## src/rtl/vad_isqrt.sv

```systemverilog
// iterative floor square root, two radicand bits per cycle
`timescale 1ns / 1ps
module vad_isqrt (
  input  logic        clk,
  input  logic        rst,
  input  logic        start,
  input  logic [63:0] radicand,
  output logic        done,
  output logic [31:0] root
);

  logic [63:0] rem;
  logic [63:0] res;
  logic [4:0]  idx;
  logic        busy;
  logic [63:0] bit_val;
  logic [63:0] trial;

  assign bit_val = 64'd1 << {idx, 1'b0};
  assign trial   = res + bit_val;
  assign root    = res[31:0];

  always_ff @(posedge clk) begin
    done <= 1'b0;
    if (rst) begin
      busy <= 1'b0;
    end else if (start) begin
      rem  <= radicand;
      res  <= '0;
      idx  <= 5'd31;
      busy <= 1'b1;
    end else if (busy) begin
      if (rem >= trial) begin
        rem <= rem - trial;
        res <= (res >> 1) + bit_val;
      end else begin
        res <= res >> 1;
      end
      if (idx == 5'd0) begin
        busy <= 1'b0;
        done <= 1'b1;
      end else begin
        idx <= idx - 5'd1;
      end
    end
  end

endmodule

```

## config.mk

```make
export PLATFORM = sky130hd
export DESIGN_NAME = vad_isqrt
export DESIGN_NICKNAME = d
export VERILOG_FILES = /design/src/rtl/vad_isqrt.sv
export SDC_FILE = /design/constraint.sdc
export NUM_CORES = 1
export LEC_CHECK = 0
export ABC_AREA = 0
export ABC_CLOCK_PERIOD_IN_PS = 15640
export BUFFER_PORTS_ARGS = -buffer_cell sky130_fd_sc_hd__buf_4
export CAP_MARGIN = 20
export CELL_PAD_IN_SITES_DETAIL_PLACEMENT = 0
export CELL_PAD_IN_SITES_GLOBAL_PLACEMENT = 1
export CORE_MARGIN = 4
export CORE_UTILIZATION = 42
export CTS_BUF_LIST = sky130_fd_sc_hd__clkbuf_2 sky130_fd_sc_hd__clkbuf_4 sky130_fd_sc_hd__clkbuf_8
export CTS_CLUSTER_DIAMETER = 200
export CTS_CLUSTER_SIZE = 10
export DETAILED_ROUTE_END_ITERATION = 8
export GPL_TIMING_DRIVEN = 0
export PLACE_DENSITY_LB_ADDON = 0.1
export SETUP_SLACK_MARGIN = 0.15
export SYNTH_ARGS = -nofsm -noshare
export SYNTH_HDL_FRONTEND = slang
export SYNTH_SLANG_ARGS = --single-unit
```

## constraint.sdc

```tcl
create_clock -name clk -period 15.64 [get_ports clk]
set_input_delay 0.782 -clock clk [delete_from_list [all_inputs] [get_ports clk]]
set_output_delay 0.782 -clock clk [all_outputs]
set_load 0.01 [all_outputs]
```

==> reports/metrics.cfg <==
[logic_synthesis]
synth_compound_area_frac=0.275
synthArstFlopShare=0
synth-edff-count=133
synth-xor-area-share=0.0887
netlist_instances=1953
synth.largest_area_cell=edfxtp_1
synthAdderAreaFrac=0.110
ys_warn_count=0
synth_cell_types=96
synth_area_leaders=edfxtp_1 26%, ha_1 11%, nand2_1 5.3%
synthSimpleGateAreaFrac=0.212
syn_nets=2154
syn_area_um2=15600
synth_common_cells=221 x nand2_1, 195 x nor2_1, 151 x o21ai_0, 150 x a21oi_1
synth_top_family_by_area=compound AO/OA/AOI/OAI gates
post-synth-top-area-fraction=0.256
yosysSeqAreaShare=0.259
synthMuxAreaShare=0.00545
synth_seq_cells=135
synth.most_common_cell=nand2_1
synthFlopType=edfxtp_1
postSynthAreaPerCell_um2=7.99

[grt]
grt_max_degree=43
antenna_found_initial=4
grt_usage=0.278
grt-ovfl-total=0
grt_pass1_wl_um=87700
grt_pass1_vias=14861

[timing]
slew_viol_final=0
rsz0062_at_grt=false
fin_skew_ns=0.0167
setup_violations=0
slew_headroom=0.153
period_needed_ns=8.96
fin_ws_ns=6.68
clock.fmax_mhz=112
fin_crit_sh=0.573
worst_slew_pin_slew_ns=1.26
fin_setup_tns_ns=0
hold_viol_final=0

[route]
drt_iter0_markers=1457
first_pass_iters=6
drcViolationCount=0
via_per_inst=6.12
wl_per_cell_um=22.7
wirelength_um=58200
num_vias=15664
ant_nets=0

[pwr]
power.density_nw_per_um2=81.7
swShare=0.403
irDropWorstVdd_v=0.0000531
p_int_mw=0.851
p_switching_mw=0.576
combPwrFrac=0.409
pwr-share-seq=0.339
p_leak_nw=6.56
pwr-share-clk=0.251

[clocking]
cts_tree=built
clockBufferDepth=2
clock-sinks=135
hold_buffers=0
cts_made_buffers=17
cts-root-buf=clkbuf_8
cts.htree.levels=4
insertion_delay_ns=0.51
post_cts_buffers=0
clk_pin_slew_ns=0.09
cts_resized=0

[worst_setup_path]
critPathKind=register to register
path_max_fanout=25
rr_startpoint=idx[4]
reg2reg_slack_ns=6.68
cp.required_ns=15.84
r2r_end=rem[47]
critPathArrivalTime_ns=9.16
startpoint_type=register
ff2ff_path_depth=25
cp-end-kind=register

[cells_and_area]
drive_above_1_share=0.114
area_growth_pct=12.0
nNetsFinal=2275
post-route-util=0.477
fin_cells=2558

[min_path]
min_to=rem[41]
hold_start=radicand[41]
holdPathStages=3
min_path_type=input port to register

[floorplanning]
die_x_um=201
core-area_um2=36600
die_area_um2=40300
initial_utilization=0.426
rows=70
dieHeight_um=201
boundaryPins=100

[placed_design]
dp.cells=2523
port_buffers=98
dp_slack_ns=6.81
dp_hpwl_um=46100
gp_congestion=0.950

[status]
outcome=completed

[flow_run]
max_cap_viol_count=0

flip-flops by register name, indices dropped and copies added, names as in the netlist:
register	flops
done	1
res	64
idx	5
rem	64
busy	1
layout by cell type, fill, tap and decap left out, types with 6 or more instances in the layout:
cell | netlist | layout
nand2_1 | 221 | 221
nor2_1 | 195 | 194
o21ai_0 | 151 | 151
a21oi_1 | 150 | 150
ha_1 | 133 | 133
edfxtp_1 | 133 | 133
buf_4 | 32 | 130
xor2_1 | 81 | 81
clkbuf_1 | 79 | 79
xnor2_1 | 77 | 77
a31oi_1 | 55 | 55
nand3_1 | 47 | 47
nand4_1 | 44 | 44
inv_1 | 44 | 43
o21bai_1 | 41 | 41
nor3_1 | 41 | 41
a21o_1 | 35 | 35
a211oi_1 | 27 | 27
and3_1 | 26 | 26
and2_1 | 24 | 24
nand2b_1 | 21 | 21
clkbuf_8 | 0 | 20
nor2b_1 | 18 | 18
o31ai_1 | 16 | 16
a31o_2 | 15 | 15
o211ai_1 | 14 | 14
o21a_1 | 14 | 14
or3_1 | 14 | 14
a311oi_1 | 13 | 13
buf_2 | 12 | 12
nor4_1 | 9 | 9
a41oi_1 | 9 | 9
a211oi_2 | 9 | 9
o21ai_1 | 9 | 9
and4_1 | 9 | 9
o22ai_1 | 8 | 8
nor3b_1 | 7 | 7
a21boi_0 | 7 | 7
a22oi_1 | 6 | 6
final cells by class:
class	instances	area, um^2
clock buffer	21	283
tap	468	586
multi-input combinational	1647	10800
inverter	45	169
timing repair buffer	102	816
antenna	3	7.51
fill	3743	19100
clock inverter	11	173
sequential	135	4030
buffer	126	616
metal layers:
layer  global-route usage  wire length [um]  vias up
met5                    0                13        -
met4               0.0858              1650        2
met3               0.0383              4290       95
met2                0.459             27200      631
met1                0.380             25000     7424
li1                     -                 -     7512
power groups by stage:
stage / registers, mW / clock network, mW / logic (mW)
floorplan: 0.477 / 0 / 0.407
global route: 0.487 / 0.378 / 0.647
detailed placement: 0.492 / 0 / 0.577
CTS: 0.484 / 0.364 / 0.580
global placement: 0.495 / 0 / 0.568
finish: 0.484 / 0.359 / 0.584
stage by stage:
| stage | power [mW] | cell area [um^2] | hold WS [ns] |
|---|---|---|---|
| after global routing | 1.51 | 17500 | 0.535 |
| after CTS | 1.43 | 17500 | 0.526 |
| after floorplan | 0.884 | 15600 | 0.463 |
| final | 1.43 | 17500 | 0.555 |
| after detailed placement | 1.07 | 17000 | 0.568 |
| after global placement | 1.06 | 16900 | 0.563 |
cells by family after synthesis:
kind of cell               count (synthesis)
and+or+nand+nor                          697
xor gates and xnor gates                 158
buffers and inverters                    171
DFF                                      135
adders and majority gates                137
AOI/OAI and AO/OA                        647
muxes                                      8
critical path, stage by stage (launching register included):
cell	delay, ns
edfxtp_1	0.49
clkbuf_1	0.28
or2_2	0.33
clkbuf_1	0.16
nor3b_1	0.57
ha_1	0.28
ha_1	0.23
o211ai_1	0.16
a211oi_2	0.36
o2111ai_1	0.31
a311o_1	0.46
a211oi_2	0.34
o21a_1	0.22
a41oi_1	0.15
xor2_1	0.20
ha_1	0.41
and2_1	0.26
and3_1	0.27
nand4_1	0.32
a2111oi_2	0.48
o21ai_1	0.43
nand2_1	0.47
nor2_1	0.30
nor2_4	0.67
buf_12	0.27
buf_12	0.21
how the worst max path moves through the flow:
| stage | slack, ns | to | from |
|---|---|---|---|
| 6_report | 6.68 | rem[47] | idx[4] |
| 5_1_grt | 6.01 | rem[47] | idx[4] |
| 4_1_cts | 6.78 | rem[18] | idx[4] |
| 3_5_place_dp | 6.81 | rem[49] | idx[4] |
| 3_3_place_gp | 3.29 | rem[17] | idx[4] |
| 2_1_floorplan | 7.09 | rem[0] | idx[4] |
(Power assumes the default switching activity.)
