`src/rtl/vad_pkg.sv`:
```
// shared types, constants and tables of the vector angle unit
`timescale 1ns / 1ps
package vad_pkg;

  localparam int ELEM_BITS       = 16;
  localparam int ANGLE_BITS      = 16;
  localparam int ANGLE_FRAC_BITS = 8;
  localparam int WIDE_BITS       = 64;
  localparam int ROOT_BITS       = 32;
  localparam int QUO_BITS        = 34;
  localparam int COS_BITS        = 31;
  localparam int CORDIC_STEPS    = 22;
  localparam int ATAN_BITS       = 22;
  localparam int Z_BITS          = 25;
  localparam int XY_BITS         = 36;

  localparam logic [WIDE_BITS-1:0] NORM_LOW = 64'd1 << 60;
  localparam logic [COS_BITS-1:0]  ONE_Q30  = 31'h4000_0000;
  localparam logic signed [Z_BITS-1:0] NINETY_Q16     = 25'sd5898240;
  localparam logic signed [Z_BITS-1:0] ONE_EIGHTY_Q16 = 25'sd11796480;

  typedef enum logic [1:0] {
    ST_OK       = 2'd0,
    ST_ZERO_A   = 2'd1,
    ST_ZERO_B   = 2'd2,
    ST_TOO_LONG = 2'd3
  } status_t;

  // atan(2^-i) in degrees, q.16
  function automatic logic [ATAN_BITS-1:0] atan_deg(input logic [4:0] idx);
    logic [ATAN_BITS-1:0] v;
    unique case (idx)
      5'd0:  v = 22'd2949120;
      5'd1:  v = 22'd1740967;
      5'd2:  v = 22'd919879;
      5'd3:  v = 22'd466945;
      5'd4:  v = 22'd234379;
      5'd5:  v = 22'd117304;
      5'd6:  v = 22'd58666;
      5'd7:  v = 22'd29335;
      5'd8:  v = 22'd14668;
      5'd9:  v = 22'd7334;
      5'd10: v = 22'd3667;
      5'd11: v = 22'd1833;
      5'd12: v = 22'd917;
      5'd13: v = 22'd458;
      5'd14: v = 22'd229;
      5'd15: v = 22'd115;
      5'd16: v = 22'd57;
      5'd17: v = 22'd29;
      5'd18: v = 22'd14;
      5'd19: v = 22'd7;
      5'd20: v = 22'd4;
      5'd21: v = 22'd2;
      default: v = '0;
    endcase
    return v;
  endfunction

  // q.16 degrees to output format, round half up, saturate
  function automatic logic [ANGLE_BITS-1:0] round_angle(input logic [Z_BITS-1:0] z);
    logic [Z_BITS-1:0] t;
    t = (z + (Z_BITS'(1) << (ANGLE_FRAC_BITS - 1))) >> ANGLE_FRAC_BITS;
    if (t > Z_BITS'(16'hFFFF)) begin
      return 16'hFFFF;
    end
    return t[ANGLE_BITS-1:0];
  endfunction

endpackage

```
`src/rtl/vad_cordic.sv`:
```
// cordic vectoring, one rotation per cycle, angle in q.16 degrees
`timescale 1ns / 1ps
module vad_cordic (
  input  logic                                clk,
  input  logic                                rst,
  input  logic                                start,
  input  logic [vad_pkg::COS_BITS-1:0]        cos_in,
  input  logic [vad_pkg::COS_BITS-1:0]        sin_in,
  output logic                                done,
  output logic signed [vad_pkg::Z_BITS-1:0]   z
);

  logic signed [vad_pkg::XY_BITS-1:0] x;
  logic signed [vad_pkg::XY_BITS-1:0] y;
  logic signed [vad_pkg::XY_BITS-1:0] dx;
  logic signed [vad_pkg::XY_BITS-1:0] dy;
  logic signed [vad_pkg::Z_BITS-1:0]  at;
  logic [4:0] idx;
  logic       busy;

  assign dx = y >>> idx;
  assign dy = x >>> idx;
  assign at = $signed({3'b000, vad_pkg::atan_deg(idx)});

  always_ff @(posedge clk) begin
    done <= 1'b0;
    if (rst) begin
      busy <= 1'b0;
    end else if (start) begin
      x    <= $signed({5'b00000, cos_in});
      y    <= $signed({5'b00000, sin_in});
      z    <= '0;
      idx  <= '0;
      busy <= 1'b1;
    end else if (busy) begin
      if (!y[vad_pkg::XY_BITS-1]) begin
        x <= x + dx;
        y <= y - dy;
        z <= z + at;
      end else begin
        x <= x - dx;
        y <= y + dy;
        z <= z - at;
      end
      if (idx == 5'(vad_pkg::CORDIC_STEPS - 1)) begin
        busy <= 1'b0;
        done <= 1'b1;
      end else begin
        idx <= idx + 5'd1;
      end
    end
  end

endmodule

```
`config.mk`:
```
export PLATFORM = sky130hd
export DESIGN_NAME = vad_cordic
export DESIGN_NICKNAME = d
export VERILOG_FILES = /design/src/rtl/vad_pkg.sv /design/src/rtl/vad_cordic.sv
export SDC_FILE = /design/constraint.sdc
export NUM_CORES = 1
export LEC_CHECK = 0
export BUFFER_PORTS_ARGS = -buffer_cell sky130_fd_sc_hd__buf_4
export CORE_MARGIN = 4
export CORE_UTILIZATION = 30
export CTS_CLUSTER_DIAMETER = 60
export DETAILED_ROUTE_END_ITERATION = 8
export GPL_ROUTABILITY_DRIVEN = 1
export PLACE_DENSITY = 0.45
export RECOVER_POWER = 50
export SYNTH_ARGS = -nofsm -noshare
export SYNTH_HDL_FRONTEND = slang
export SYNTH_SLANG_ARGS = --single-unit
export TNS_END_PERCENT = 10
```
`constraint.sdc`:
```
create_clock -name clk -period 7.7 [get_ports clk]
set_input_delay 2.31 -clock clk [delete_from_list [all_inputs] [get_ports clk]]
set_output_delay 2.31 -clock clk [all_outputs]
set_load 0.01 [all_outputs]
```
==> qor.yml <==
worst_setup_path:
  path_buf_inv: 1
  worst_r2r_path_depth: 19
  path_max_fanout: 60
  cpMaxStageDelayCell: "mux4_1"
  path_depth: 19
  r2r_start: "idx[0]"
  worstPathArrival_ns: 6.88
  worstReg2RegEnd: "y[34]"
  crit_family: "compound AO/OA/AOI/OAI gates"
  regToRegSetupSlack_ns: 0.94
  critical_path_class: "reg2reg"
  worstSetupStartpoint: "idx[0]"
  crit_chain: "buf_12 -> mux4_1 -> nand2_1 -> o21ai_0 -> mux4_2 -> a2111oi_0 -> and3_1 -> a31oi_1 -> xnor2_1 -> ha_1 -> or3_1 -> a211oi_1 -> nor4bb_1 -> o211a_1 -> nor2_1 -> a221o_1 -> a211oi_1 -> xor2_1 -> nor2_1"
  cp-endpoint: "y[34]"
  crit_required_ns: 7.81
  critPathLaunchType: "flop"
  end_kind: "flop"
  slowest_delay_ns: 0.79
cts:
  ctsHoldBuffers: 0
  cts_setup_buffers: 0
  htreeDepth: 4
  cts.repair.resized: 0
  cts_num_sinks: 126
  cts_buffer_depth: 2
  cts_tree: "built"
  cts_root_buf: "clkbuf_16"
  numCtsBuffers: 17
  clk_transition_reported_paths_ns: 0.07
  clock_latency_ns: 0.49
min_path:
  hp-class: "reg2reg"
floorplan:
  ios: 91
  core-area_um2: 56700
  start_util: 0.305
  die_y_um: 248
  dieArea_um2: 61500
  die-width_um: 248
  rows: 87
drt:
  vias: 16300
  dr.pass1.iters: 8
  wirelength_um: 67200
  final_antenna_net_count: 0
  drc: 0
  drtIter0Drc: 1506
  wl_per_cell_um: 24.1
  drt-vias-per-instance: 5.86
final_layout:
  multi_input_area_um2: 12800
  num_antenna_cells: 0
  fillers: 5958
  final_common_cell: "nand2_1"
  drive_gt1_frac: 0.128
  area_delta_synth_final_pct: 9.81
  regArea_um2: 3540
  final_nets: 2193
  design_area_um2: 19000
  final_cell_mix: "nand2_1, nor2_1, a21oi_1"
run:
  max_cap_violations: 2
placement:
  postPlaceCellArea_um2: 18500
  post-place-ws_ns: 1.16
  hpwlAfterDp_um: 51200
  routabilityCongestion: 0.958
  port_buffers: 90
sta:
  fmax_ghz: 0.148
  hold_slack_ns: 0.525
  hold_viol_final: 0
  finalClockSkew_ns: 0.0163
  relSlewSlack: -1.29
  finalWorstSetupSlack_ns: 0.937
  worst_pin_slew_ns: 3.43
  rsz0062_at_grt: "no"
  period_minus_slack_ns: 6.76
  slew_violations: 131
  tns_ns: 0
  fin_crit_sh: 0.878
  finalSetupViolCount: 0
yosys:
  synth_nets: 2171
  yosysWarnings: 0
  synth_area_per_cell_um2: 8.66
  async_flop_share: 0
  seq_area_frac_synth: 0.205
  ys_types: 97
  synth_edf_count: 102
  ys.flop_type: "edfxtp_1"
  ys_seq_elements: 126
  synthCells: 1996
  netlist_area_um2: 17300
global_route:
  grtUsageTotal: 0.218
  grt-ovfl-total: 0
  grt_max_degree: 90
  grt_first_pass_wirelength_um: 102000
  antenna_found_initial: 0
  grt_pass1_vias: 16300
power:
  powerDensity_nw_per_um2: 303
  p_leak_nw: 7.36
  vdd_ir_drop_max_v: 0.000169
run_status:
  status: "complete, but fails checks"
  violations: "capacitance limit, slew limit"
## worst min-delay path, cell delays in order, from the launching register on
cell	delay (ns)
dfxtp_1	0.31
nand2b_1	0.06
nor4_1	0.08
## area by class of cell
class                           instances  area share
Timing Repair Buffer                  125      0.0477
Inverter                               52      0.0103
Sequential cell                       126       0.187
Tap cell                              756      0.0498
Clock inverter                         14     0.00666
Clock buffer                           18      0.0237
Multi-Input combinational cell       1696       0.675
## report_power, final
group | leakage (nW) | internal, mW | total [mW] | switching (mW)
clock | 0.288 | 0.465 | 0.827 | 0.362
sequential | 1.19 | 0.959 | 1.21 | 0.254
combinational | 5.88 | 1.55 | 3.71 | 2.15
total | 7.36 | 2.98 | 5.75 | 2.77
## stage by stage
| step | total power [mW] | instances | util |
|---|---|---|---|
| after detailed placement | 4.90 | 2755 | 0.327 |
| after global placement | 4.91 | 2755 | 0.327 |
| after global routing | 6.22 | 2787 | 0.335 |
| after floorplan | 3.86 | 1996 | - |
| final | 5.75 | 2787 | 0.335 |
| after CTS | 5.79 | 2787 | 0.337 |
## routing by layer
metal  vias to the layer above  wire length [um]  global-route usage
li1                       7658                 -                   -
met2                       605             33100               0.379
met5                         -                 0                   0
met4                         0              2130              0.0740
met3                       118              3980              0.0405
met1                      7963             27900               0.271
## sequential cells by signal, summed over array words and instances, names as in the netlist
signal and count:
idx 5, y 36, at 22, z 25
done 1, busy 1, x 36
## cells by family after synthesis
logic type / count (synthesis) / share of synthesized area
xor+xnor: 150 / 0.0760
simple gates: 656 / 0.182
mux: 197 / 0.187
flops: 126 / 0.205
compound gates: 583 / 0.216
fa+ha+maj: 110 / 0.0809
buf+inv: 174 / 0.0539
## synthesized netlist by cell type (all sizes together), types with 7 or more instances
| library cell | n | share of area |
|---|---|---|
| a211oi | 25 | 0.011 |
| a21boi | 9 | 0.0039 |
| a21o | 38 | 0.017 |
| a21oi | 147 | 0.043 |
| a221oi | 11 | 0.0059 |
| a22oi | 10 | 0.0043 |
| a31o | 7 | 0.0035 |
| a31oi | 39 | 0.014 |
| and2 | 21 | 0.0076 |
| and3 | 21 | 0.0076 |
| and4 | 12 | 0.0061 |
| buf | 52 | 0.027 |
| clkbuf | 69 | 0.016 |
| dfxtp | 24 | 0.028 |
| edfxtp | 102 | 0.18 |
| ha | 107 | 0.077 |
| inv | 50 | 0.011 |
| mux2 | 40 | 0.026 |
| mux2i | 69 | 0.040 |
| mux4 | 88 | 0.12 |
| nand2 | 202 | 0.044 |
| nand2b | 26 | 0.0094 |
| nand3 | 37 | 0.011 |
| nand4 | 11 | 0.0040 |
| nor2 | 199 | 0.043 |
| nor2b | 13 | 0.0048 |
| nor3 | 49 | 0.014 |
| nor4 | 11 | 0.0057 |
| o211ai | 12 | 0.0052 |
| o21a | 23 | 0.010 |
| o21ai | 141 | 0.041 |
| o21bai | 9 | 0.0039 |
| o22ai | 19 | 0.0069 |
| o31ai | 19 | 0.0083 |
| or2 | 13 | 0.0047 |
| or3 | 15 | 0.0057 |
| xnor2 | 91 | 0.046 |
| xor2 | 59 | 0.030 |
## worst min path at each step
stage | slack [ns] | endpoint | startpoint | cells after the start
after global routing | 0.55 | done | busy | 2
after detailed placement | 0.53 | done | busy | 2
after global placement | 0.52 | done | busy | 2
final | 0.52 | done | busy | 2
after CTS | 0.55 | done | busy | 2
after floorplan | 0.43 | done | busy | 2
No activity file was read; power rests on OpenSTA's default activity.
