`config.mk`:
```
export PLATFORM = sky130hd
export DESIGN_NAME = vad_div
export DESIGN_NICKNAME = d
export VERILOG_FILES = /design/src/rtl/vad_pkg.sv /design/src/rtl/vad_div.sv
export SDC_FILE = /design/constraint.sdc
export NUM_CORES = 1
export LEC_CHECK = 0
export BUFFER_PORTS_ARGS = -buffer_cell sky130_fd_sc_hd__buf_2
export CAP_MARGIN = 40
export CELL_PAD_IN_SITES_DETAIL_PLACEMENT = 0
export CELL_PAD_IN_SITES_GLOBAL_PLACEMENT = 1
export CORE_MARGIN = 4
export CORE_UTILIZATION = 50
export CTS_BUF_LIST = sky130_fd_sc_hd__clkbuf_4 sky130_fd_sc_hd__clkbuf_8
export CTS_CLUSTER_SIZE = 30
export DETAILED_ROUTE_END_ITERATION = 8
export GPL_ROUTABILITY_DRIVEN = 0
export GPL_TIMING_DRIVEN = 0
export PLACE_DENSITY = 0.95
export SYNTH_ARGS = -nofsm -noshare
export SYNTH_HDL_FRONTEND = slang
export SYNTH_SLANG_ARGS = --single-unit
export TNS_END_PERCENT = 30
```
`constraint.sdc`:
```
create_clock -name clk -period 11.5 [get_ports clk]
set_clock_uncertainty 0.2 [all_clocks]
set_input_delay 2.3 -clock clk [delete_from_list [all_inputs] [get_ports clk]]
set_output_delay 2.3 -clock clk [all_outputs]
set_load 0.03 [all_outputs]
```
`src/rtl/vad_pkg.sv`:
```
// shared types, constants and tables of the vector angle unit
`timescale 1ns / 1ps
package vad_pkg;

  localparam int ELEM_BITS       = 16;
  localparam int ANGLE_BITS      = 16;
  localparam int ANGLE_FRAC_BITS = 8;
  localparam int WIDE_BITS       = 64;
  localparam int ROOT_BITS       = 32;
  localparam int QUO_BITS        = 34;
  localparam int COS_BITS        = 31;
  localparam int CORDIC_STEPS    = 22;
  localparam int ATAN_BITS       = 22;
  localparam int Z_BITS          = 25;
  localparam int XY_BITS         = 36;

  localparam logic [WIDE_BITS-1:0] NORM_LOW = 64'd1 << 60;
  localparam logic [COS_BITS-1:0]  ONE_Q30  = 31'h4000_0000;
  localparam logic signed [Z_BITS-1:0] NINETY_Q16     = 25'sd5898240;
  localparam logic signed [Z_BITS-1:0] ONE_EIGHTY_Q16 = 25'sd11796480;

  typedef enum logic [1:0] {
    ST_OK       = 2'd0,
    ST_ZERO_A   = 2'd1,
    ST_ZERO_B   = 2'd2,
    ST_TOO_LONG = 2'd3
  } status_t;

  // atan(2^-i) in degrees, q.16
  function automatic logic [ATAN_BITS-1:0] atan_deg(input logic [4:0] idx);
    logic [ATAN_BITS-1:0] v;
    unique case (idx)
      5'd0:  v = 22'd2949120;
      5'd1:  v = 22'd1740967;
      5'd2:  v = 22'd919879;
      5'd3:  v = 22'd466945;
      5'd4:  v = 22'd234379;
      5'd5:  v = 22'd117304;
      5'd6:  v = 22'd58666;
      5'd7:  v = 22'd29335;
      5'd8:  v = 22'd14668;
      5'd9:  v = 22'd7334;
      5'd10: v = 22'd3667;
      5'd11: v = 22'd1833;
      5'd12: v = 22'd917;
      5'd13: v = 22'd458;
      5'd14: v = 22'd229;
      5'd15: v = 22'd115;
      5'd16: v = 22'd57;
      5'd17: v = 22'd29;
      5'd18: v = 22'd14;
      5'd19: v = 22'd7;
      5'd20: v = 22'd4;
      5'd21: v = 22'd2;
      default: v = '0;
    endcase
    return v;
  endfunction

  // q.16 degrees to output format, round half up, saturate
  function automatic logic [ANGLE_BITS-1:0] round_angle(input logic [Z_BITS-1:0] z);
    logic [Z_BITS-1:0] t;
    t = (z + (Z_BITS'(1) << (ANGLE_FRAC_BITS - 1))) >> ANGLE_FRAC_BITS;
    if (t > Z_BITS'(16'hFFFF)) begin
      return 16'hFFFF;
    end
    return t[ANGLE_BITS-1:0];
  endfunction

endpackage

```
`src/rtl/vad_div.sv`:
```
// restoring divider, one quotient bit per cycle
`timescale 1ns / 1ps
module vad_div (
  input  logic                          clk,
  input  logic                          rst,
  input  logic                          start,
  input  logic [63:0]                   num,
  input  logic [63:0]                   den,
  output logic                          done,
  output logic [vad_pkg::QUO_BITS-1:0]  quo
);

  logic [63:0] rem;
  logic [63:0] dsr;
  logic [5:0]  cnt;
  logic        busy;
  logic        ge;

  assign ge = rem >= dsr;

  always_ff @(posedge clk) begin
    done <= 1'b0;
    if (rst) begin
      busy <= 1'b0;
    end else if (start) begin
      rem  <= num;
      dsr  <= den << 1;
      quo  <= '0;
      cnt  <= 6'(vad_pkg::QUO_BITS - 1);
      busy <= 1'b1;
    end else if (busy) begin
      rem <= (ge ? rem - dsr : rem) << 1;
      quo <= {quo[vad_pkg::QUO_BITS-2:0], ge};
      if (cnt == 6'd0) begin
        busy <= 1'b0;
        done <= 1'b1;
      end else begin
        cnt <= cnt - 6'd1;
      end
    end
  end

endmodule

```
==> results of run 1 <==
cell usage after synthesis, types with 20 or more instances:
| cell type | n | share of area, % |
|---|---|---|
| inv_1 | 106 | 3.6 |
| xor2_1 | 22 | 1.8 |
| nor2_1 | 80 | 2.8 |
| a211oi_1 | 31 | 2.1 |
| a21o_1 | 33 | 2.3 |
| edfxtp_1 | 167 | 46 |
| o21a_1 | 20 | 1.4 |
| ha_1 | 65 | 7.5 |
| nand2_1 | 76 | 2.6 |
| a21oi_1 | 108 | 5.0 |
| xnor2_1 | 33 | 2.7 |
| nand4_1 | 22 | 1.3 |
| clkbuf_1 | 32 | 1.1 |
| o21ai_0 | 47 | 2.2 |
| nor2b_1 | 39 | 2.2 |
worst min path at each step:
stage                                from               to  slack (ns)  depth (start not counted)
final                     busy$_SDFF_PP0_  done$_SDFF_PP0_        0.30                          1
after global routing      busy$_SDFF_PP0_  done$_SDFF_PP0_        0.31                          1
after CTS                 busy$_SDFF_PP0_  done$_SDFF_PP0_        0.30                          1
after detailed placement  busy$_SDFF_PP0_  done$_SDFF_PP0_        0.28                          1
after global placement    busy$_SDFF_PP0_  done$_SDFF_PP0_        0.29                          1
after floorplan           busy$_SDFF_PP0_  done$_SDFF_PP0_        0.27                          1
area by class of cell:
class	instances	area [µm²]
Fill cell	1875	8610
Buffer	54	235.2
Tap cell	275	344.1
Multi-Input combinational cell	776	5231
Timing Repair Buffer	170	933.4
Inverter	106	397.9
Clock buffer	18	241.5
Clock inverter	14	172.7
Sequential cell	169	5055
cells by family after synthesis:
kind of cell             share of synthesized area, %
adder cells (fa/ha/maj)                         7.642
flip-flops                                      46.36
AND/OR/NAND/NOR                                 13.62
AO/OA/AOI/OAI                                   20.69
XOR/XNOR                                        4.418
multiplexers                                    1.469
buffers and inverters                           5.806
where the power goes:
part           switching, mW  internal [mW]
clock                  0.246          0.218
combinational          0.346          0.217
sequential            0.0217          0.738
total                  0.614           1.17
flip-flops by register name (all words and copies together) (netlist names):
| name | flops |
|---|---|
| rem | 64 |
| dsr | 63 |
| quo | 34 |
| cnt | 6 |
| busy | 1 |
| done | 1 |
worst max-delay path: cells and delay by family:
kind	cells	cell delay, ns
and+or+nand+nor	2	0.91
buffers and inverters	5	1.69
metal layers:
metal | global-route usage, % | up-vias | part of all wire [%]
li1 | - | 4406 | -
met1 | 33.84 | 4314 | 45
met2 | 36.43 | 361 | 45
met3 | 4.300 | 60 | 7.1
met4 | 8.003 | 0 | 2.5
met5 | 0 | - | 0
layout by cell type, fill, tap and decap left out, types with 16 or more instances in the layout:
cell	netlist	routed
buf_2	17	182
edfxtp_1	167	167
a21oi_1	108	108
inv_1	106	106
nor2_1	80	78
nand2_1	76	76
ha_1	65	65
o21ai_0	47	47
nor2b_1	39	39
a21o_1	33	33
xnor2_1	33	33
clkbuf_1	32	32
a211oi_1	31	31
nand4_1	22	22
xor2_1	22	22
o21a_1	20	20
o21ai_1	19	19
o21bai_1	18	18
clkbuf_8	0	17
and3_1	16	16
per-stage QoR:
stage	util, %	hold WS [ns]	std cells	power, mW
after global placement	56.88	0.2886	1544	1.314
final	59.43	0.2951	1582	1.787
after floorplan	-	0.2660	1105	1.174
after CTS	59.43	0.2983	1582	1.783
after detailed placement	57.48	0.2842	1550	1.326
after global routing	59.43	0.3118	1582	1.877
==> results.sh, run 1 <==
export IMPL_htreeDepth=4
export IMPL_cts_resized=0
export IMPL_ys_ff_latch=169
export IMPL_drc=0
export IMPL_timing_reg2reg_setup_slack_ns=7.50
export IMPL_setup_ws_ns=6.552
export IMPL_grt_overflow_total=0
export IMPL_cts_tree="yes"
export IMPL_ys_types=70
export IMPL_cts_setup_buffers=0
export IMPL_syn_inst=1105
export IMPL_r2r_end="rem[37]$_DFFE_PP_"
export IMPL_post_dp_hpwl_um=21980
export IMPL_cts_root_buf="clkbuf_8"
export IMPL_drt_vias_per_instance=5.778
export IMPL_syn_avg_cell_area_um2=9.868
export IMPL_grt_max_degree=34
export IMPL_coreArea_um2=21220
export IMPL_r2r_start="rem[9]$_DFFE_PP_"
export IMPL_synthArstFlopShare_pct=0
export IMPL_drive_above_1_share_pct=18.97
export IMPL_p_per_area_nw_per_um2=141.7
export IMPL_crit_path_end_kind="flip-flop"
export IMPL_cp_endpoint="rem[9]$_DFFE_PP_"
export IMPL_max_freq_ghz=0.2021
export IMPL_clkSinkCount=169
export IMPL_drtIter0Drc=783
export IMPL_critPathMaxStageDelay_ns=0.68
export IMPL_setup_tns_final_ns=0
export IMPL_grt_pass1_wl_um=45280
export IMPL_start_kind="primary input"
export IMPL_pre_cts_ws_ns=6.020
export IMPL_grt_use_total_pct=23.62
export IMPL_worst_r2r_path_depth=13
export IMPL_vias=9141
export IMPL_grt_pass1_vias=8616
export IMPL_min_period_over_period_pct=43.03
export IMPL_critPathSlowestCell="nor2_4"
export IMPL_clk_pin_slew_ns=0.10
export IMPL_routedWlPerCell_um=18.44
export IMPL_placed_area_um2=12200
export IMPL_die_area_um2=24230
export IMPL_p_leak_nw=5.286
export IMPL_drtAntennaViolNets=0
export IMPL_vdd_drop_max_mv=0.07506
export IMPL_tightest_slew_ns=0.8706
export IMPL_final_area_um2=12610
export IMPL_crit_fanout=28
export IMPL_drv_cap=0
export IMPL_wirelength_um=29170
export IMPL_synth_edf_count=167
export IMPL_io_pins=166
export IMPL_cts_max_path_buffers=2
export IMPL_yosysSeqAreaShare_pct=46.36
export IMPL_syn_nets=1302
export IMPL_rsz0062_at_grt="no"
export IMPL_cts_hold_buf=0
export IMPL_startpoint="start"
export IMPL_cp_common_cell="buf_12"
export IMPL_synthFlopType="edfxtp_1"
export IMPL_antenna_cells=0
export IMPL_max_slew_margin_pct=41.96
export IMPL_setup_viol=0
export IMPL_worst_skew_pair_late_latency_ns=0.49
export IMPL_arrival_ns=4.94
export IMPL_final_min_clock_period_ns=4.948
export IMPL_critical_path_class="primary input to flip-flop"
export IMPL_yosysWarnings=0
export IMPL_cp_required_ns=11.49
export IMPL_fin_nets=1491
export IMPL_place_port_buffers=164
export IMPL_drt_pass1_iter_count=7
export IMPL_cts_made_buffers=17
export IMPL_row_count=53
export IMPL_status="completed"
export IMPL_syn_area_um2=10900
export IMPL_initial_core_util_pct=51.39
export IMPL_hold_violations=0
export IMPL_slew_violations=0
export IMPL_min_path_type="flip-flop to flip-flop"
export IMPL_die_x_um=155.7
export IMPL_die_y_um=155.7
export IMPL_path_cells="buf_2, clkbuf_1, buf_1, nor2_1, nor2_4, buf_12, buf_12"
export IMPL_synthToLayoutAreaGrowth_pct=15.65
export IMPL_antenna_found_initial=0
(Power assumes the default switching activity.)
==> run 2: changes to the inputs <==
--- a/config.mk
+++ b/config.mk
@@ -5,18 +5,19 @@
 export SDC_FILE = /design/constraint.sdc
 export NUM_CORES = 1
 export LEC_CHECK = 0
+export ABC_AREA = 1
 export BUFFER_PORTS_ARGS = -buffer_cell sky130_fd_sc_hd__buf_2
 export CAP_MARGIN = 40
 export CELL_PAD_IN_SITES_DETAIL_PLACEMENT = 0
 export CELL_PAD_IN_SITES_GLOBAL_PLACEMENT = 1
 export CORE_MARGIN = 4
-export CORE_UTILIZATION = 50
+export CORE_UTILIZATION = 39
 export CTS_BUF_LIST = sky130_fd_sc_hd__clkbuf_4 sky130_fd_sc_hd__clkbuf_8
 export CTS_CLUSTER_SIZE = 30
 export DETAILED_ROUTE_END_ITERATION = 8
 export GPL_ROUTABILITY_DRIVEN = 0
 export GPL_TIMING_DRIVEN = 0
-export PLACE_DENSITY = 0.95
+export PLACE_DENSITY = 0.86
 export SYNTH_ARGS = -nofsm -noshare
 export SYNTH_HDL_FRONTEND = slang
 export SYNTH_SLANG_ARGS = --single-unit
==> constraint.sdc (replaced) <==
create_clock -name clk -period 4 [get_ports clk]
set_clock_uncertainty 0.2 [all_clocks]
set_input_delay 0.8 -clock clk [delete_from_list [all_inputs] [get_ports clk]]
set_output_delay 0.8 -clock clk [all_outputs]
set_load 0.03 [all_outputs]
==> results.sh, run 2 <==
export IMPL_status="completed"
export IMPL_rsz0062_at_grt="no"
export IMPL_ys_types=34
export IMPL_drive_above_1_share_pct=12.01
export IMPL_worst_skew_pair_late_latency_ns=0.53
export IMPL_syn_avg_cell_area_um2=6.635
export IMPL_setup_viol=0
export IMPL_io_pins=166
export IMPL_die_x_um=192.2
export IMPL_clkSinkCount=169
export IMPL_synth_top_cell_area_share_pct=37.89
export IMPL_start_kind="flip-flop"
export IMPL_grt_pass1_vias=12122
export IMPL_grt_overflow_total=0
export IMPL_p_int_mw=3.345
export IMPL_seqPwrFrac_pct=39.8
export IMPL_drt_pass1_iter_count=6
export IMPL_cts_hold_buf=0
export IMPL_largest_register="rem"
export IMPL_crit_fanout=10
export IMPL_r2r_start="rem[33]$_DFFE_PP_"
export IMPL_max_freq_ghz=0.3111
export IMPL_synth_common_cells="nand2_1 (866), inv_1 (417), edfxtp_1 (167)"
export IMPL_r2r_end="rem[57]$_DFFE_PP_"
export IMPL_vdd_drop_max_mv=0.2709
export IMPL_timing_reg2reg_setup_slack_ns=0.79
export IMPL_comb_power_share_pct=36.3
export IMPL_placed_area_um2=14780
export IMPL_placed_cells=2614
export IMPL_synth_top_family_by_area="simple AND/OR/NAND/NOR gates"
export IMPL_final_cells=2647
export IMPL_cp_common_cell="nand2_1"
export IMPL_drtAntennaViolNets=0
export IMPL_hold_depth=1
export IMPL_initial_core_util_pct=39.47
export IMPL_reg_largest_list="rem: 64 flops, dsr: 63 flops, quo: 34 flops"
export IMPL_synthSimpleGateAreaFrac_pct=37.63
export IMPL_synthArstFlopShare_pct=0
export IMPL_cts_root_buf="clkbuf_8"
export IMPL_p_per_area_nw_per_um2=361.8
export IMPL_synth_edf_count=167
export IMPL_max_slew_margin_pct=56.08
export IMPL_grt_use_total_pct=22.23
export IMPL_ys_ff_latch=169
export IMPL_yosysWarnings=0
export IMPL_cts_made_buffers=17
export IMPL_final_common_cell="nand2_1"
export IMPL_clk_pin_slew_ns=0.13
export IMPL_grt_pass1_wl_um=63670
export IMPL_htreeDepth=4
export IMPL_cts_setup_buffers=0
export IMPL_cts_resized=0
export IMPL_final_cell_mix="nand2_1 (866), inv_1 (417), buf_2 (175)"
export IMPL_pre_cts_ws_ns=0.5663
export IMPL_antenna_found_initial=4
export IMPL_coreArea_um2=33530
export IMPL_p_leak_nw=8.372
export IMPL_synth_compound_area_share_pct=2.392
export IMPL_arrival_ns=3.28
export IMPL_min_period_over_period_pct=80.35
export IMPL_min_path_type="primary input to flip-flop"
export IMPL_grt_max_degree=31
export IMPL_worst_r2r_path_depth=17
export IMPL_setup_tns_final_ns=0
export IMPL_drv_cap=0
export IMPL_die_area_um2=36950
export IMPL_drt_vias_per_instance=4.643
export IMPL_post_dp_hpwl_um=33340
export IMPL_switching_share_pct=39.16
export IMPL_wirelength_um=40520
export IMPL_p_total_mw=5.498
export IMPL_syn_nets=2192
export IMPL_setup_ws_ns=0.7859
export IMPL_cp_required_ns=4.06
export IMPL_crit_path_end_kind="flip-flop"
export IMPL_post_synth_top_area_cell="edfxtp_1"
export IMPL_vias=12290
export IMPL_final_area_um2=15200
export IMPL_drtIter0Drc=862
export IMPL_yosysSeqAreaShare_pct=38.19
export IMPL_cts_tree="yes"
export IMPL_largest_reg_flops=64
export IMPL_synthToLayoutAreaGrowth_pct=14.81
export IMPL_routedWlPerCell_um=15.31
export IMPL_fin_nets=2382
export IMPL_critPathMaxStageDelay_ns=0.44
export IMPL_drc=0
export IMPL_p_clk_share_pct=24.0
export IMPL_syn_inst=1995
export IMPL_slew_violations=0
export IMPL_synthFlopType="edfxtp_1"
export IMPL_critical_path_class="flip-flop to flip-flop"
export IMPL_place_port_buffers=163
export IMPL_path_cells="ha_1, nand2_1, nand2_1, nand2_1, nand2_1, nand2_1, nand2_1, a21oi_2, nor2_2, nor2_4, nand2_4, nand2_2, buf_6, buf_6, nand2_1, nand2_1, nand2_1"
export IMPL_synth_area_leaders="edfxtp_1 (38%), nand2_1 (25%), inv_1 (12%)"
export IMPL_row_count=67
export IMPL_critPathSlowestCell="edfxtp_1"
export IMPL_synthAdderAreaFrac_pct=6.295
export IMPL_tightest_slew_ns=0.6588
export IMPL_synth_mux_area_share_pct=0
export IMPL_power_switching_mw=2.153
export IMPL_min_to="dsr[32]$_DFFE_PP_"
export IMPL_syn_area_um2=13240
export IMPL_cts_max_path_buffers=2
export IMPL_hold_path_startpoint="den[31]"
export IMPL_die_y_um=192.2
export IMPL_hold_violations=0
export IMPL_yosys_area_share_xor_xnor_pct=2.051
export IMPL_final_min_clock_period_ns=3.214
export IMPL_synth_most_common_cell="nand2_1"
[run 2: cell count changes in the layout (fill, tap and decap cells not counted), moves of 20 or more]
cell | before | now
a211oi_1 | 31 | 0
a21o_1 | 33 | 1
a21oi_1 | 108 | 44
inv_1 | 106 | 417
nand2_1 | 76 | 866
nand3_1 | 10 | 95
nand3b_1 | 1 | 40
nor2_1 | 78 | 135
nor2b_1 | 39 | 0
o21ai_0 | 47 | 8
xor2_1 | 22 | 2
[run 2: worst max path at each step]
| stage | cells after the start | slack [ns] | end | start |
|---|---|---|---|---|
| 2_1_floorplan | 5 | 0.09 | cnt[0]$_SDFFCE_PP1P_ | start |
| 3_5_place_dp | 7 | 0.57 | cnt[0]$_SDFFCE_PP1P_ | start |
| 3_3_place_gp | 5 | -1.64 | cnt[0]$_SDFFCE_PP1P_ | start |
| 4_1_cts | 15 | 0.78 | rem[57]$_DFFE_PP_ | rem[49]$_DFFE_PP_ |
| 6_report | 17 | 0.79 | rem[57]$_DFFE_PP_ | rem[33]$_DFFE_PP_ |
| 5_1_grt | 15 | 0.61 | rem[58]$_DFFE_PP_ | rem[55]$_DFFE_PP_ |
[run 2: layout make-up]
cell class / instances / area, µm²
well taps: 448 / 560.5
repair buffers: 171 / 968.4
clock buffers: 19 / 261.5
multi-input cells: 1360 / 6421
inverters: 432 / 1622
plain buffers: 34 / 157.7
clock inverters: 13 / 148.9
diodes: 1 / 2.502
flip-flops and latches: 169 / 5055
fillers: 3617 / 18340
[run 2: per-stage QoR]
step	hold WS, ns	util, %
3_3_place_gp	0.2939	43.62
5_1_grt	0.2172	45.32
3_5_place_dp	0.3276	44.09
2_1_floorplan	0.2798	-
4_1_cts	0.2056	45.31
6_report	0.2402	45.32
[run 2: worst max-delay path: cells and delay by family (launching register included)]
kind | cells | cell delay, ns
compound gates | 1 | 0.20
flops | 1 | 0.44
simple gates | 13 | 1.38
buf+inv | 2 | 0.35
fa+ha+maj | 1 | 0.38
[run 2: cells by family after synthesis]
group / Yosys count
compound gates: 60
simple gates: 1203
fa+ha+maj: 66
flops: 169
xor+xnor: 31
buf+inv: 466
[run 2: power by group through the flow]
| stage | logic (mW) | registers [mW] | clock network [mW] |
|---|---|---|---|
| after CTS | 1.99 | 2.19 | 1.36 |
| final | 2.00 | 2.19 | 1.32 |
| after detailed placement | 1.99 | 2.22 | 0 |
| after global routing | 2.26 | 2.20 | 1.42 |
| after global placement | 1.94 | 2.23 | 0 |
| after floorplan | 1.34 | 2.25 | 0 |
[run 2: routing by layer]
layer | share of wire (%) | vias to the layer above | global-route usage [%]
li1 | - | 6420 | -
met2 | 43 | 383 | 34.22
met1 | 47 | 5419 | 30.33
met3 | 7.4 | 64 | 5.489
met4 | 3.3 | 4 | 8.201
met5 | 0.057 | - | 0
